<file path="src/design/vtd_ram.sv">
// simple dual port synchronous ram, registered read
`default_nettype none
module vtd_ram #(
  parameter int DEPTH = 64,
  parameter int WIDTH = 32
) (
  input  wire logic                     clk,
  input  wire logic                     we,
  input  wire logic [$clog2(DEPTH)-1:0] waddr,
  input  wire logic [WIDTH-1:0]         wdata,
  input  wire logic [$clog2(DEPTH)-1:0] raddr,
  output logic      [WIDTH-1:0]         rdata
);

  logic [WIDTH-1:0] mem [DEPTH];

  // write port
  always_ff @(posedge clk) begin
    if (we) begin
      mem[waddr] <= wdata;
    end
  end

  // registered read port
  always_ff @(posedge clk) begin
    rdata <= mem[raddr];
  end

endmodule
`default_nettype wire

</file>
<file path="config.mk">
export PLATFORM = sky130hd
export DESIGN_NAME = vtd_ram
export DESIGN_NICKNAME = d
export VERILOG_FILES = /design/src/design/vtd_ram.sv
export SDC_FILE = /design/constraint.sdc
export NUM_CORES = 2
export LEC_CHECK = 0
export BUFFER_PORTS_ARGS = -buffer_cell sky130_fd_sc_hd__buf_4
export CORE_AREA = 3 3 386 350
export CTS_BUF_LIST = sky130_fd_sc_hd__clkbuf_8
export CTS_CLUSTER_SIZE = 28
export DETAILED_ROUTE_END_ITERATION = 12
export DIE_AREA = 0 0 389 353
export PLACE_DENSITY = 0.76
export SLEW_MARGIN = 20
export SYNTH_ARGS = -nofsm -noshare
export SYNTH_HDL_FRONTEND = slang
export SYNTH_SLANG_ARGS = --single-unit
</file>
<file path="constraint.sdc">
create_clock -name clk -period 3.99 [get_ports clk]
set_input_delay 0.1995 -clock clk [delete_from_list [all_inputs] [get_ports clk]]
set_output_delay 0.1995 -clock clk [all_outputs]
set_load 0.02 [all_outputs]
</file>
==> metrics.md <==
| Metric | Value |
|---|---|
| Status | `finished, final reports clean` |
| Synth cell types | `34` |
| DRC Markers | `0` |
| Tmin final | `just under 3 ns` |
| # clock sinks | `roughly 2.1k` |
| Final Wtd Congestion | `between 0.8 and 0.9` |
| Final hold slack | `between 0.1 and 0.15 ns` |
| Global route total overflow | `0` |
| WP data required | `roughly 4.6 ns` |
| Multi-input logic area | `0.0160 sq mm` |
| Final hold viol count | `0` |
| Max IR drop VDD | `around 390 uV` |
| Clk buf depth | `4` |
| Critical setup path kind | `input pin to flip-flop` |
| Initial Util | `0.599` |
| Worst-Skew Late Latency | `1.00 ns` |
| EDFF count, synth | `2048` |
| First-pass GRT wire length | `approximately 280 mm` |
| Inserted Clock Buffers | `between 300 and 400` |
| Min-delay src | `waddr[4]` |
| FF-to-FF End | `rdata[26]$_DFF_P_` |
| Core area | `between 0.1 and 0.15 sq mm` |
| RSZ-0062 raised after global routing | `false` |
| Finished Layout Cells | `approximately 5.7k` |
| Detail-routed via count per cell | `6.75` |
| Post-synthesis sequential area ratio | `0.791` |
| Routed via count | `between 30k and 40k` |
| Max_cap viols | `0` |
| Initial DRC count | `~5.3k` |
| Pins Over Slew Limit | `0` |
| Mean Syn Cell Area | `about 24 sq um` |
| R2R depth | `4` |
| Port Buffer Count | `77` |
| YS warnings | `0` |
| Hold crit path type | `input pin to flip-flop` |
| Number of synthesized register bits | `about 2.1k` |
| Max FO, Critical Path | `12` |
| Final net count | `3770` |
| Die ar. | `about 0.14 sq mm` |
| Clk root buf | `clkbuf_8` |
| TritonCTS clock tree | `done` |
| R2R setup slack | `between 1.5 and 2 ns` |
| Dpl cells | `roughly 5.1k` |
| Synth area leaders | `edfxtp_1 78%, mux4_2 16%, mux2i_1 1.2%` |
| CP Launch Type | `input pin` |
| Reg-to-reg startpoint | `mem[43][26]$_DFFE_PP_` |
| Initial antenna violation count | `15` |
| Tcrit/Tclk final | `0.748` |
| Skew final | `approximately 0.050 ns` |
| Worst Tran Pin Value | `1.15 ns` |
| Post-CTS sizing | `0` |
| Vias in the first global route | `between 30k and 40k` |
| Mapped cell area | `0.0785 sq mm` |
| Share of layout cells above drive strength 1 | `0.307` |
| WL final | `~190 mm` |
| Drt wl/cell | `33.4 um` |
| Die height | `around 350 um` |
| Seq. cell area | `between 0.06 and 0.07 sq mm` |
| Lkg Pwr | `28.0 nW` |
| HPWL Detailed | `108 mm` |
| Largest net degree at the start of global routing | `just over 80` |
| Cell taking the most area after synthesis | `edfxtp_1` |
| Final core utilization | `0.674` |
| Final ANT Viol Nets | `0` |
| Fmax | `~0.34 GHz` |
| Post-Syn Nets | `roughly 3.4k` |
| Total track usage | `0.282` |
| Area Overhead vs Synth | `12.6%` |
| Post-synthesis cell count | `around 3.3k` |
| Setup TNS Final | `0 ns` |
| Finish-stage setup viols | `0` |
| Power per Cell Area | `between 400 and 500 mW/mm^2` |
| Io pins | `between 70 and 80` |
| H-tree Lvls | `5` |
| Asr flop ratio synth | `0` |
| Fillers | `about 7.7k` |
| Num rows | `roughly 130` |
| Die width | `between 300 and 400 um` |
| Drt pass-1 iters | `6` |
| CP Capture Type | `flip-flop` |
| Share of the synthesized area in the top cell type | `0.783` |
| Main synth FF type | `edfxtp_1` |
| Reg clk slew, reported paths | `about 0.060 ns` |
| Hold depth | `3` |
| Rel. slew slack | `0.236` |
| Arrival time worst endpoint | `~3.6 ns` |
| Min-Delay Endpoint | `mem[53][8]$_DFFE_PP_` |
power by group:
part | internal, mW | switching, mW | total [mW] | leakage, nW
clock network | 8.13 | 7.78 | 15.9 | 3.27
registers | 24.2 | 0.117 | 24.3 | 18.7
logic | 0.883 | 1.41 | 2.30 | 6.06
worst max path at each step:
stage / endpoint / from / slack, ns
2_1_floorplan: mem[48][0]$_DFFE_PP_ / waddr[3] / 0.63
3_3_place_gp: rdata[26]$_DFF_P_ / raddr[1] / 0.55
3_5_place_dp: rdata[26]$_DFF_P_ / raddr[1] / 0.55
4_1_cts: mem[55][2]$_DFFE_PP_ / we / 1.17
5_1_grt: mem[55][2]$_DFFE_PP_ / we / 0.98
6_report: mem[55][2]$_DFFE_PP_ / we / 1.01
metal layers:
layer / GRT usage / vias to the layer above / routed length (um)
met4: 0.0884 / 6 / 5440
li1: - / 15100 / -
met3: 0.0730 / 428 / 24600
met2: 0.435 / 2827 / 90800
met1: 0.405 / 20000 / 69500
met5: 0 / - / 40
critical path, cell delays in order:
cell and delay (ns):
dlygate4sd3_1 0.61, buf_4 0.17, nor2b_1 0.23, nand4_1 0.33, dlygate4sd3_1 0.73, nor2_4 0.16
dlygate4sd3_1 1.14
cells in the mapped netlist (4+ instances only):
cell and number:
buf_2 57, buf_4 25, nand3b_1 5, nand3_1 5, nor3_1 7, nand2b_1 8, o22ai_1 84, clkbuf_1 74
o221ai_1 27, edfxtp_1 2048, nand2_1 26, a21oi_1 62, o32ai_1 4, a311oi_1 8, a22oi_1 12, dfxtp_1 32
and3_1 4, buf_6 5, a41o_1 4, buf_1 21, mux4_2 544, nor2b_1 15, mux2i_1 93, nor2_1 137
sequential cells by signal (all words and copies together) (netlist names):
name and flops:
mem 2048, rdata 32
per-stage QoR:
stage / power [mW] / instance area (sq um) / setup slack [ns]
6_report: 42.5 / 88400 / 1.01
5_1_grt: 43.9 / 88400 / 0.980
4_1_cts: 42.8 / 88400 / 1.17
3_5_place_dp: 27.0 / 82300 / 0.554
3_3_place_gp: 26.9 / 82300 / 0.548
2_1_floorplan: 25.9 / 78500 / 0.631
timing repair:
action,in CTS,in global routing
buffers inserted,0,0
hold buffers,42,0
endpoints found under the hold margin,2186,0
cell families after synthesis:
| logic type | after synthesis | share of synthesized area |
|---|---|---|
| flip-flops | 2080 | 0.791 |
| multiplexers | 637 | 0.168 |
| buffers and inverters | 182 | 0.0113 |
| AO/OA/AOI/OAI | 202 | 0.0167 |
| AND/OR/NAND/NOR | 223 | 0.0127 |
layout make-up:
cell class / count / share of cell area
sequential: 2080 / 0.703
timing repair buffer: 261 / 0.0276
tap: 1728 / 0.0245
multi-input combinational: 1062 / 0.181
antenna: 9 / 0.000255
clock inverter: 211 / 0.0113
clock buffer: 339 / 0.0528
cells in the final DEF (no fill, tap or decap), types with 2 or more instances in the layout:
cell           count
nor2_4            62
a21oi_1           62
nand3b_1           5
nor2_1            75
inv_1             99
nor2b_1           15
or3_1              3
edfxtp_1        2048
nand2b_1           7
nand3_1            5
o22ai_1           84
dlygate4sd3_1     42
clkinv_1          68
nand2_1           26
and3_1             4
bufinv_16          5
a41o_1             4
dfxtp_1           32
buf_4            188
o221ai_1          27
buf_8              3
mux2i_1           93
nor3_1             5
or2_1              2
clkbuf_8         339
nor3_2             2
diode_2            9
and2_1             2
clkinvlp_4         8
or3b_1             2
or3b_2             3
mux4_2           544
a311oi_1           8
clkinv_2          30
o32ai_1            4
buf_12            28
nand4_1            2
a22oi_1           12
(Power assumes the default switching activity.)
